File: config.mk
export PLATFORM = sky130hd
export DESIGN_NAME = lru_key_value_cache
export DESIGN_NICKNAME = d
export VERILOG_FILES = /design/src/hw/rtl/lkvc_pkg.sv /design/src/hw/rtl/lru_key_value_cache.sv /design/src/hw/rtl/lkvc_ctrl.sv /design/src/hw/rtl/lkvc_datapath.sv
export SDC_FILE = /design/constraint.sdc
export NUM_CORES = 1
export LEC_CHECK = 0
export ABC_AREA = 1
export BUFFER_PORTS_ARGS = -buffer_cell sky130_fd_sc_hd__buf_2
export CAP_MARGIN = 25
export CORE_MARGIN = 2
export CORE_UTILIZATION = 40
export CTS_CLUSTER_DIAMETER = 30
export DETAILED_ROUTE_END_ITERATION = 8
export PLACE_DENSITY = 0.57
export SYNTH_ARGS = -nofsm -noshare
export SYNTH_HDL_FRONTEND = slang
export SYNTH_SLANG_ARGS = --single-unit
File: constraint.sdc
create_clock -name clk -period 13.75 [get_ports clk]
set_clock_uncertainty 0.05 [all_clocks]
set_input_delay 1.375 -clock clk [delete_from_list [all_inputs] [get_ports clk]]
set_output_delay 1.375 -clock clk [all_outputs]
set_load 0.01 [all_outputs]
File: src/hw/rtl/lkvc_pkg.sv
// Shared request, result and control types for the LRU key/value cache.
package lkvc_pkg;

    localparam logic MODE_GET = 1'b0;
    localparam logic MODE_PUT = 1'b1;

    localparam int                   CAP_WIDTH    = 5;
    localparam logic [CAP_WIDTH-1:0] CAP_RESET    = 5'd16;
    localparam logic                 REG_CAPACITY = 1'b0;

    typedef struct packed {
        logic               mode;
        logic signed [31:0] key;
        logic signed [31:0] value;
    } req_t;

    typedef struct packed {
        logic               hit;
        logic signed [31:0] read_value;
        logic               evicted;
        logic signed [31:0] evicted_key;
    } rsp_t;

    typedef struct packed {
        logic start_scan;
        logic start_update;
        logic in_update;
        logic commit;
    } cmd_t;

endpackage

File: src/hw/rtl/lru_key_value_cache.sv
// Top level of the LRU key/value cache: capacity register, controller and datapath.
//
//   channel   | handshake            | payload
//   ----------+----------------------+-------------------------------------------
//   request   | start, busy          | request (mode, key, value)
//   result    | done (one-cycle)     | result (hit, read_value, evicted, evicted_key)
//   config    | psel/penable/pwrite  | paddr, pwdata, prdata, pready
//
// A request is taken when start is high and busy is low; busy then stays high
// through a lookup sweep and an age update sweep over the entry memories, one
// entry per cycle with registered reads, and through a commit state; done pulses
// in the first cycle with busy low again.
// Reset clears all entries at once through the valid bits; no clearing pass.
// The receiver cannot stall: done marks each result for exactly one cycle.
module lru_key_value_cache
    import lkvc_pkg::*;
#(
    parameter int ENTRIES = 16
)
(
    input  logic        clk,
    input  logic        rst_n,
    input  logic        start,
    input  req_t        request,
    output logic        busy,
    output logic        done,
    output rsp_t        result,
    input  logic        psel,
    input  logic        penable,
    input  logic        pwrite,
    input  logic [2:0]  paddr,
    input  logic [31:0] pwdata,
    output logic [31:0] prdata,
    output logic        pready
);

    localparam int CW = $clog2(ENTRIES + 1);

    logic [CAP_WIDTH-1:0] capacity_reg, capacity_next;
    logic [CW-1:0]        eff_cap;
    logic                 cfg_write;
    logic                 pass_done;
    cmd_t                 cmd;

    assign pready    = 1'b1;
    assign cfg_write = psel && penable && pwrite && pready && (paddr[2] == REG_CAPACITY);

    always_comb
    begin
        capacity_next = capacity_reg;
        if (cfg_write)
        begin
            capacity_next = pwdata[CAP_WIDTH-1:0];
        end
    end

    always_ff @(posedge clk or negedge rst_n)
    begin
        if (!rst_n)
        begin
            capacity_reg <= CAP_RESET;
        end
        else
        begin
            capacity_reg <= capacity_next;
        end
    end

    assign prdata = (paddr[2] == REG_CAPACITY) ? 32'(capacity_reg) : '0;

    always_comb
    begin
        priority if (capacity_reg == '0)
        begin
            eff_cap = CW'(1);
        end
        else if (32'(capacity_reg) > 32'(ENTRIES))
        begin
            eff_cap = CW'(ENTRIES);
        end
        else
        begin
            eff_cap = CW'(capacity_reg);
        end
    end

    lkvc_ctrl u_ctrl (
        .clk       (clk),
        .rst_n     (rst_n),
        .start     (start),
        .pass_done (pass_done),
        .busy      (busy),
        .cmd       (cmd)
    );

    lkvc_datapath #(
        .ENTRIES (ENTRIES)
    ) u_datapath (
        .clk       (clk),
        .rst_n     (rst_n),
        .cmd       (cmd),
        .request   (request),
        .eff_cap   (eff_cap),
        .pass_done (pass_done),
        .done      (done),
        .result    (result)
    );

    a_done_idle: assert property (@(posedge clk) disable iff (!rst_n)
        done |-> !busy)
        else $error("result strobe while a request is in flight");

    a_accept_busy: assert property (@(posedge clk) disable iff (!rst_n)
        (start && !busy) |=> (busy && !done))
        else $error("accepted request did not make the block busy");

    a_evict_miss: assert property (@(posedge clk) disable iff (!rst_n)
        (done && result.evicted) |-> !result.hit)
        else $error("eviction reported on a hit");

    a_read_hit: assert property (@(posedge clk) disable iff (!rst_n)
        (done && (result.read_value != '0)) |-> result.hit)
        else $error("read value returned without a hit");

endmodule

File: src/hw/rtl/lkvc_ctrl.sv
// Controller state machine sequencing the lookup sweep, age update sweep and commit.
module lkvc_ctrl
    import lkvc_pkg::*;
(
    input  logic clk,
    input  logic rst_n,
    input  logic start,
    input  logic pass_done,
    output logic busy,
    output cmd_t cmd
);

    localparam logic [1:0] ST_IDLE   = 2'd0;
    localparam logic [1:0] ST_SCAN   = 2'd1;
    localparam logic [1:0] ST_UPDATE = 2'd2;
    localparam logic [1:0] ST_COMMIT = 2'd3;

    logic [1:0] state_reg;
    logic [1:0] state_next;

    always_ff @(posedge clk or negedge rst_n)
    begin
        if (!rst_n)
        begin
            state_reg <= ST_IDLE;
        end
        else
        begin
            state_reg <= state_next;
        end
    end

    always_comb
    begin
        state_next = state_reg;
        cmd        = '0;
        unique case (state_reg)
            ST_IDLE:
            begin
                if (start)
                begin
                    cmd.start_scan = 1'b1;
                    state_next     = ST_SCAN;
                end
            end
            ST_SCAN:
            begin
                if (pass_done)
                begin
                    cmd.start_update = 1'b1;
                    state_next       = ST_UPDATE;
                end
            end
            ST_UPDATE:
            begin
                cmd.in_update = 1'b1;
                if (pass_done)
                begin
                    state_next = ST_COMMIT;
                end
            end
            ST_COMMIT:
            begin
                cmd.commit = 1'b1;
                state_next = ST_IDLE;
            end
            default:
            begin
                state_next = ST_IDLE;
            end
        endcase
    end

    assign busy = (state_reg != ST_IDLE);

endmodule

File: src/hw/rtl/lkvc_datapath.sv
// Datapath: entry memories, valid bits, sweep counter, match and LRU tracking, result register.
module lkvc_datapath
    import lkvc_pkg::*;
#(
    parameter int ENTRIES = 16
)
(
    input  logic                           clk,
    input  logic                           rst_n,
    input  cmd_t                           cmd,
    input  req_t                           request,
    input  logic [$clog2(ENTRIES+1)-1:0]   eff_cap,
    output logic                           pass_done,
    output logic                           done,
    output rsp_t                           result
);

    localparam int IW = (ENTRIES > 1) ? $clog2(ENTRIES) : 1;
    localparam int AW = IW;
    localparam int CW = $clog2(ENTRIES + 1);
    localparam logic [IW-1:0] LAST = IW'(ENTRIES - 1);

    logic [31:0]   key_mem_reg [ENTRIES];
    logic [31:0]   val_mem_reg [ENTRIES];
    logic [AW-1:0] age_mem_reg [ENTRIES];

    req_t          req_reg;
    logic [31:0]   key_rd_reg;
    logic [31:0]   val_rd_reg;
    logic [AW-1:0] age_rd_reg;

    logic          issue_reg, issue_next;
    logic [IW-1:0] addr_reg, addr_next;
    logic          data_vld_reg, data_vld_next;
    logic [IW-1:0] data_idx_reg;

    logic          found_reg, found_next;
    logic [IW-1:0] hit_idx_reg;
    logic [AW-1:0] hit_age_reg;
    logic [31:0]   hit_val_reg;
    logic          lru_found_reg, lru_found_next;
    logic [IW-1:0] lru_idx_reg;
    logic [31:0]   lru_key_reg;
    logic          free_found_reg, free_found_next;
    logic [IW-1:0] free_idx_reg;

    logic [ENTRIES-1:0] valid_reg, valid_next;
    logic [CW-1:0]      count_reg, count_next;
    logic               done_reg, done_next;
    rsp_t               result_reg, result_next;

    logic          is_put;
    logic          insert;
    logic          evict;
    logic          slot_ok;
    logic [IW-1:0] slot_idx;
    logic          cur_valid;
    logic          scan_step;
    logic          upd_step;
    logic          key_match;
    logic          lru_match;
    logic          age_we;
    logic [IW-1:0] age_widx;
    logic [AW-1:0] age_wdata;
    logic          val_we;
    logic [IW-1:0] val_widx;
    logic          key_we;

    assign is_put   = (req_reg.mode == MODE_PUT);
    assign insert   = is_put && !found_reg;
    assign evict    = insert && lru_found_reg && (count_reg >= eff_cap);
    assign slot_ok  = free_found_reg || evict;
    assign slot_idx = (free_found_reg && (!evict || (free_idx_reg < lru_idx_reg)))
                      ? free_idx_reg : lru_idx_reg;

    assign cur_valid = valid_reg[data_idx_reg];
    assign scan_step = data_vld_reg && !cmd.in_update;
    assign upd_step  = data_vld_reg && cmd.in_update;
    assign key_match = cur_valid && (key_rd_reg == req_reg.key);
    assign lru_match = cur_valid && (CW'(age_rd_reg) == (count_reg - CW'(1)));
    assign pass_done = data_vld_reg && (data_idx_reg == LAST);

    // sweep address generator
    always_comb
    begin
        issue_next    = issue_reg;
        addr_next     = addr_reg;
        data_vld_next = issue_reg;
        if (cmd.start_scan || cmd.start_update)
        begin
            issue_next = 1'b1;
            addr_next  = '0;
        end
        else if (issue_reg)
        begin
            if (addr_reg == LAST)
            begin
                issue_next = 1'b0;
            end
            else
            begin
                addr_next = addr_reg + IW'(1);
            end
        end
    end

    // lookup sweep: track match, least recent entry and first free slot
    always_comb
    begin
        found_next      = found_reg;
        lru_found_next  = lru_found_reg;
        free_found_next = free_found_reg;
        if (cmd.start_scan)
        begin
            found_next      = 1'b0;
            lru_found_next  = 1'b0;
            free_found_next = 1'b0;
        end
        else if (scan_step)
        begin
            if (key_match)
            begin
                found_next = 1'b1;
            end
            if (lru_match)
            begin
                lru_found_next = 1'b1;
            end
            if (!cur_valid)
            begin
                free_found_next = 1'b1;
            end
        end
    end

    // age write port: sweep update, then new entry at commit
    always_comb
    begin
        age_we    = 1'b0;
        age_widx  = data_idx_reg;
        age_wdata = AW'(age_rd_reg + AW'(1));
        if (upd_step && cur_valid)
        begin
            if (insert)
            begin
                age_we = !(evict && (data_idx_reg == lru_idx_reg));
            end
            else if (found_reg)
            begin
                if (data_idx_reg == hit_idx_reg)
                begin
                    age_we    = 1'b1;
                    age_wdata = '0;
                end
                else if (age_rd_reg < hit_age_reg)
                begin
                    age_we = 1'b1;
                end
            end
        end
        else if (cmd.commit && insert && slot_ok)
        begin
            age_we    = 1'b1;
            age_widx  = slot_idx;
            age_wdata = '0;
        end
    end

    assign key_we   = cmd.commit && insert && slot_ok;
    assign val_we   = cmd.commit && is_put && (found_reg || slot_ok);
    assign val_widx = found_reg ? hit_idx_reg : slot_idx;

    always_comb
    begin
        valid_next  = valid_reg;
        count_next  = count_reg;
        done_next   = cmd.commit;
        result_next = result_reg;
        if (cmd.commit)
        begin
            if (insert)
            begin
                for (int i = 0; i < ENTRIES; i++)
                begin
                    if (slot_ok && (slot_idx == IW'(i)))
                    begin
                        valid_next[i] = 1'b1;
                    end
                    else if (evict && (lru_idx_reg == IW'(i)))
                    begin
                        valid_next[i] = 1'b0;
                    end
                end
                count_next = count_reg - CW'(evict) + CW'(slot_ok);
            end
            result_next.hit         = found_reg;
            result_next.read_value  = (!is_put && found_reg) ? hit_val_reg : '0;
            result_next.evicted     = evict;
            result_next.evicted_key = evict ? lru_key_reg : '0;
        end
    end

    always_ff @(posedge clk or negedge rst_n)
    begin
        if (!rst_n)
        begin
            issue_reg      <= 1'b0;
            addr_reg       <= '0;
            data_vld_reg   <= 1'b0;
            found_reg      <= 1'b0;
            lru_found_reg  <= 1'b0;
            free_found_reg <= 1'b0;
            valid_reg      <= '0;
            count_reg      <= '0;
            done_reg       <= 1'b0;
        end
        else
        begin
            issue_reg      <= issue_next;
            addr_reg       <= addr_next;
            data_vld_reg   <= data_vld_next;
            found_reg      <= found_next;
            lru_found_reg  <= lru_found_next;
            free_found_reg <= free_found_next;
            valid_reg      <= valid_next;
            count_reg      <= count_next;
            done_reg       <= done_next;
        end
    end

    always_ff @(posedge clk)
    begin
        data_idx_reg <= addr_reg;
        result_reg   <= result_next;
        if (cmd.start_scan)
        begin
            req_reg <= request;
        end
        if (scan_step && key_match && !found_reg)
        begin
            hit_idx_reg <= data_idx_reg;
            hit_age_reg <= age_rd_reg;
            hit_val_reg <= val_rd_reg;
        end
        if (scan_step && lru_match && !lru_found_reg)
        begin
            lru_idx_reg <= data_idx_reg;
            lru_key_reg <= key_rd_reg;
        end
        if (scan_step && !cur_valid && !free_found_reg)
        begin
            free_idx_reg <= data_idx_reg;
        end
    end

    always_ff @(posedge clk)
    begin
        if (key_we)
        begin
            key_mem_reg[slot_idx] <= req_reg.key;
        end
        if (val_we)
        begin
            val_mem_reg[val_widx] <= req_reg.value;
        end
        if (age_we)
        begin
            age_mem_reg[age_widx] <= age_wdata;
        end
        key_rd_reg <= key_mem_reg[addr_reg];
        val_rd_reg <= val_mem_reg[addr_reg];
        age_rd_reg <= age_mem_reg[addr_reg];
    end

    assign done   = done_reg;
    assign result = result_reg;

endmodule

==> metrics.yaml, run 1 <==
outcome: "complete, no violations"
place_congestion: 0.814
post-place-cells: 5708
route.detailed.drc: 0
synthTopCellsByArea: "edfxtp_1, o21ai_0, nor2_1"
fin_crit_ns: 4.38
clockRootBuffer: "clkbuf_16"
cts_resized: 0
placed_cell_area_um2: 56900
global_route.usage.total: 0.204
layout.cells.non_filler: 6274
io_pins: 207
via_per_inst: 5.37
syn_to_final_growth_pct: 25.0
synth_warnings: 0
final_nets: 4382
fill_cells: 11400
cts_num_sinks: 1409
crit_fanout: 36
synth_async_sr_flop_share: 0.0270
postCtsSetupRepairBufs: 0
rsz0062_at_grt: "false"
pwr_density_cell_nw_per_um2: 244
crit_arrival_ns: 4.81
die_h_um: 372
vias: 33700
critical_path_class: "reg2reg"
antenna_found_initial: 1
finalInstanceArea_um2: 67800
grt-ovfl-total: 0
max_freq_mhz: 229
fin_ws_ns: 9.37
ys_seq_area_frac: 0.763
ctsHoldBuffers: 0
cts_made_buffers: 316
worstMarginPinSlew_ns: 1.09
start_util: 0.402
wl_per_cell_um: 22.6
seq_area_um2: 41400
cts_htree_levels: 5
drtAntennaViolNets: 0
max_slew_margin: 0.270
synth_cells: 3964
clkLatencyLatePin_ns: 0.90
syn_area_per_cell_um2: 13.7
synth.cell_area_um2: 54200
yosys.cell_types.count: 50
io_buffer_count: 149
setup_violations: 0
hold_path.class: "in2async"
hold_viol: 0
drtIter0Drc: 3242
yosysTopAreaCell: "edfxtp_1"
drive_above_1_share: 0.180
worstPathRequired_ns: 14.19
endpoint_kind: "flop"
tns_ns: 0
place_ws_ns: 9.30
layout.cells.most_common: "edfxtp_1"
die_area_um2: 139000
critPathLaunchType: "flop"
core_um2: 135000
total_power_uw: 16600
clk_pin_slew_worst_paths_ns: 0.04
leakage_uw: 0.0236
rows: 135
synth_top_area_frac: 0.719
synth_edf_count: 1299
cts_tree: "built"
drt-pass1-iter-count: 6
fin_crit_sh: 0.318
grt_pass1_wl_mm: 209
dieWidth_um: 372
grt_max_degree: 233
peakVddDrop_mv: 0.195
final_cell_mix: "edfxtp_1, nor2_1, o21ai_0, clkbuf_16, nand2_1"
grt_pass1_vias: 33400
slew_viol_final: 0
ys_seq_elements: 1409
drt_wl_total_mm: 142
max_cap_violations: 0
clockBufferDepth: 4
multi_input_area_um2: 11500
hpwl_mm: 68.0
synth_ff_type: "edfxtp_1"
cell usage after synthesis, types with 2 or more instances:
| cell | instances |
|---|---|
| edfxtp_1 | 1299 |
| nor2_1 | 704 |
| o21ai_0 | 566 |
| nand2_1 | 220 |
| o221ai_1 | 203 |
| clkbuf_1 | 197 |
| inv_1 | 141 |
| nand3_1 | 110 |
| dfxtp_1 | 72 |
| o22ai_1 | 70 |
| o211ai_1 | 69 |
| dfrtp_1 | 37 |
| buf_2 | 30 |
| buf_4 | 29 |
| ha_1 | 27 |
| o21ai_1 | 18 |
| a21oi_1 | 17 |
| or2_2 | 17 |
| nand4_1 | 16 |
| xnor2_1 | 15 |
| nand2_2 | 12 |
| xor2_1 | 11 |
| nor3_1 | 10 |
| buf_1 | 9 |
| inv_2 | 9 |
| o31ai_1 | 8 |
| nand3_2 | 7 |
| o21ai_2 | 5 |
| clkinv_1 | 4 |
| nand3b_1 | 4 |
| nand2_4 | 3 |
| a21boi_1 | 2 |
| buf_6 | 2 |
| conb_1 | 2 |
| nor4_1 | 2 |
| o2111ai_1 | 2 |
| o21bai_1 | 2 |
power by group:
part,switching (uW),internal (uW)
combinational,2330,971
sequential,410,5290
clock,2290,5280
total,5030,11500
worst max-delay path, stage by stage (launching register included):
cell,delay [ns]
dfstp_2,0.52
inv_1,0.10
ha_1,0.34
nand2_1,0.06
nor2_1,0.08
nand3_1,0.09
nand3_2,0.15
nand2_4,0.29
nand2_2,0.22
nand2_2,0.10
inv_2,0.17
nand3_1,0.52
nor2_4,0.76
buf_4,0.53
stage by stage:
step	util	hold slack (ns)
2_1_floorplan	-	0.292
3_3_place_gp	0.422	0.313
3_5_place_dp	0.422	0.320
4_1_cts	0.502	0.323
5_1_grt	0.502	0.277
6_report	0.502	0.299
per-layer routing:
layer	vias to the layer above	global-route usage	wire length [um]
met3	356	0.0357	8470
met1	16700	0.264	59200
met4	0	0.0946	5350
met2	1236	0.334	68700
met5	-	0	0
li1	15400	-	-
layout make-up:
type / count / share of cell area
antenna: 1 / 0.0000369
multi-input combinational: 2160 / 0.169
tap: 1781 / 0.0329
inverter: 154 / 0.00886
timing repair buffer: 207 / 0.0187
sequential: 1409 / 0.611
clock buffer: 392 / 0.127
clock inverter: 170 / 0.0331
worst paths after layout:
kind	start	end	slack, ns	cells past startpoint
max	capacity_reg[4]	u_datapath.key_mem_reg[13][1]	9.37	13
min	rst_n	capacity_reg[1]	0.30	1
max reg2reg	capacity_reg[4]	u_datapath.key_mem_reg[13][1]	9.37	13
min reg2reg	u_datapath.val_rd_reg[23]	u_datapath.hit_val_reg[23]	0.32	0
max in group asynchronous	rst_n	u_datapath.addr_reg[2]	12.86	2
min in group clk	u_datapath.val_rd_reg[23]	u_datapath.hit_val_reg[23]	0.32	0
kinds of logic (layout without fill, tap and decap cells):
| kind of cell | Yosys count | after routing | share of synthesized area |
|---|---|---|---|
| and+or+nand+nor | 1111 | 1111 | 0.0842 |
| buffers and inverters | 421 | 923 | 0.0321 |
| AOI/OAI and AO/OA | 967 | 967 | 0.110 |
| xor gates and xnor gates | 26 | 26 | 0.00420 |
| other | 2 | 29 | 0.000138 |
| adders and majority gates | 28 | 28 | 0.00660 |
| DFF | 1409 | 1409 | 0.763 |
Note: power is estimated with default switching activity, not from simulation.
==> inputs of run 2 (changes only) <==
--- a/config.mk
+++ b/config.mk
@@ -12,7 +12,7 @@
 export CORE_UTILIZATION = 40
 export CTS_CLUSTER_DIAMETER = 30
 export DETAILED_ROUTE_END_ITERATION = 8
-export PLACE_DENSITY = 0.57
+export PLACE_DENSITY = 0.59
 export SYNTH_ARGS = -nofsm -noshare
 export SYNTH_HDL_FRONTEND = slang
 export SYNTH_SLANG_ARGS = --single-unit
==> constraint.sdc (replaced) <==
create_clock -name clk -period 4 [get_ports clk]
set_clock_uncertainty 0.05 [all_clocks]
set_input_delay 0.4 -clock clk [delete_from_list [all_inputs] [get_ports clk]]
set_output_delay 0.4 -clock clk [all_outputs]
set_load 0.01 [all_outputs]
==> run 2 against run 1 <==
  * Core utilization increased by 0.78 points
  * Clock power increased to 3.3 times the previous value
  * Via count increased by 1.3%
  * Combinational power increased to 3.7 times the previous value
  * Critical path depth decreased by 1
  * Largest cell class unchanged
  * Largest power group unchanged
==> metrics.yaml, run 2 (synthesized netlist as in run 1, its figures left out) <==
max_cap_violations: 0
leakage_uw: 0.0240
crit_fanout: 24
endpoint_kind: "flop"
die_area_um2: 139000
clockRootBuffer: "clkbuf_16"
vias: 34200
grt_pass1_vias: 34200
setup_violations: 0
drtIter0Drc: 3116
peakVddDrop_mv: 0.755
fill_cells: 11200
pwr_density_cell_nw_per_um2: 821
final_nets: 4483
cts_tree: "built"
tns_ns: 0
max_slew_margin: 0.312
dieWidth_um: 372
fin_crit_sh: 0.851
seq_area_um2: 41400
clkLatencyLatePin_ns: 0.89
final_cell_mix: "edfxtp_1, nor2_1, o21ai_0, clkbuf_16, nand2_1"
grt-ovfl-total: 0
clk_pin_slew_worst_paths_ns: 0.05
outcome: "complete, no violations"
crit_arrival_ns: 3.84
grt_max_degree: 186
antenna_found_initial: 1
worstPathRequired_ns: 4.43
rsz0062_at_grt: "false"
route.detailed.drc: 0
drtAntennaViolNets: 0
postCtsSetupRepairBufs: 0
clockBufferDepth: 4
place_congestion: 0.825
place_ws_ns: 0.592
critPathLaunchType: "flop"
cts_num_sinks: 1409
core_um2: 135000
io_pins: 207
fin_ws_ns: 0.597
via_per_inst: 5.37
io_buffer_count: 149
multi_input_area_um2: 11500
antenna_cells: 0
start_util: 0.402
layout.cells.most_common: "edfxtp_1"
wl_per_cell_um: 21.7
cts_htree_levels: 5
critical_path_class: "reg2reg"
global_route.usage.total: 0.199
worstMarginPinSlew_ns: 1.03
max_freq_mhz: 294
cts_made_buffers: 309
drt-pass1-iter-count: 5
hold_path.class: "in2reg"
drt_wl_total_mm: 138
syn_to_final_growth_pct: 26.9
fin_crit_ns: 3.40
hpwl_mm: 68.7
grt_pass1_wl_mm: 208
slew_viol_final: 0
rows: 135
hold_viol: 0
drive_above_1_share: 0.180
die_h_um: 372
run 2: changes by cell type in the layout (fill, tap and decap cells not counted), moves of 2 or more:
cell,change
buf_12,+39
clkbuf_8,-4
bufinv_16,-6
clkinv_1,+15
clkbuf_16,-9
clkbuf_1,-14
dlygate4sd3_1,+78
inv_8,-2
clkinv_8,+2
clkinvlp_4,+11
inv_6,-5
clkinv_4,-5
buf_4,-7
run 2: worst paths after layout:
kind / startpoint / endpoint / slack (ns) / cells after the start
max: capacity_reg[4] / u_datapath.val_mem_reg[3][10] / 0.60 / 12
min: request[21] / u_datapath.req_reg[21] / 0.17 / 2
max reg2reg: capacity_reg[4] / u_datapath.val_mem_reg[3][10] / 0.60 / 12
min reg2reg: u_datapath.val_rd_reg[10] / u_datapath.hit_val_reg[10] / 0.32 / 0
max in group asynchronous: rst_n / capacity_reg[4] / 3.03 / 4
min in group asynchronous: rst_n / capacity_reg[1] / 0.40 / 3
run 2: metrics by stage:
stage                     power, uW  instance area, um2   util  hold WS, ns  cells
final                         56500               68900  0.510        0.170   6365
after CTS                     56900               68800  0.510        0.123   6363
after floorplan               27000               54300      -       0.0544   3990
after global routing          59100               68900  0.510        0.150   6365
after detailed placement      31600               57700  0.427        0.339   5740
after global placement        31400               57600  0.427        0.336   5738
run 2: power by group:
group | leakage (uW) | switching, uW | total [uW] | internal (uW)
logic | 0.00613 | 8520 | 12100 | 3620
clock network | 0.00500 | 7790 | 25100 | 17300
registers | 0.0128 | 1110 | 19300 | 18200
total | 0.0240 | 17400 | 56500 | 39100
run 2: worst max-delay path, stage by stage, from the launching register on:
cell	delay, ns
dfstp_2	0.53
inv_1	0.11
ha_1	0.35
a21oi_1	0.18
nand3_2	0.20
nand3_4	0.17
nand2_2	0.11
nand2_1	0.08
nand2_1	0.13
o21ai_2	0.22
nand3_1	0.30
nor2_4	0.17
buf_4	0.43
run 2: area by class of cell:
class	instances	area share
repair buffers	315	0.0398
clock buffers	365	0.120
clock inverters	181	0.0313
flip-flops and latches	1409	0.601
well taps	1781	0.0324
inverters	154	0.00879
multi-input cells	2160	0.167
run 2: routing by layer:
layer  share of wire  vias up  GRT usage
met5               0        -          0
met4           0.027        0     0.0751
met3           0.062      272     0.0355
met2            0.49     1251      0.326
met1            0.42    17100      0.265
li1                -    15600          -
run 2: what timing repair did:
action	in CTS	in global routing
resized for setup	0	0
hold endpoints to repair	110	3
hold buffers	77	1
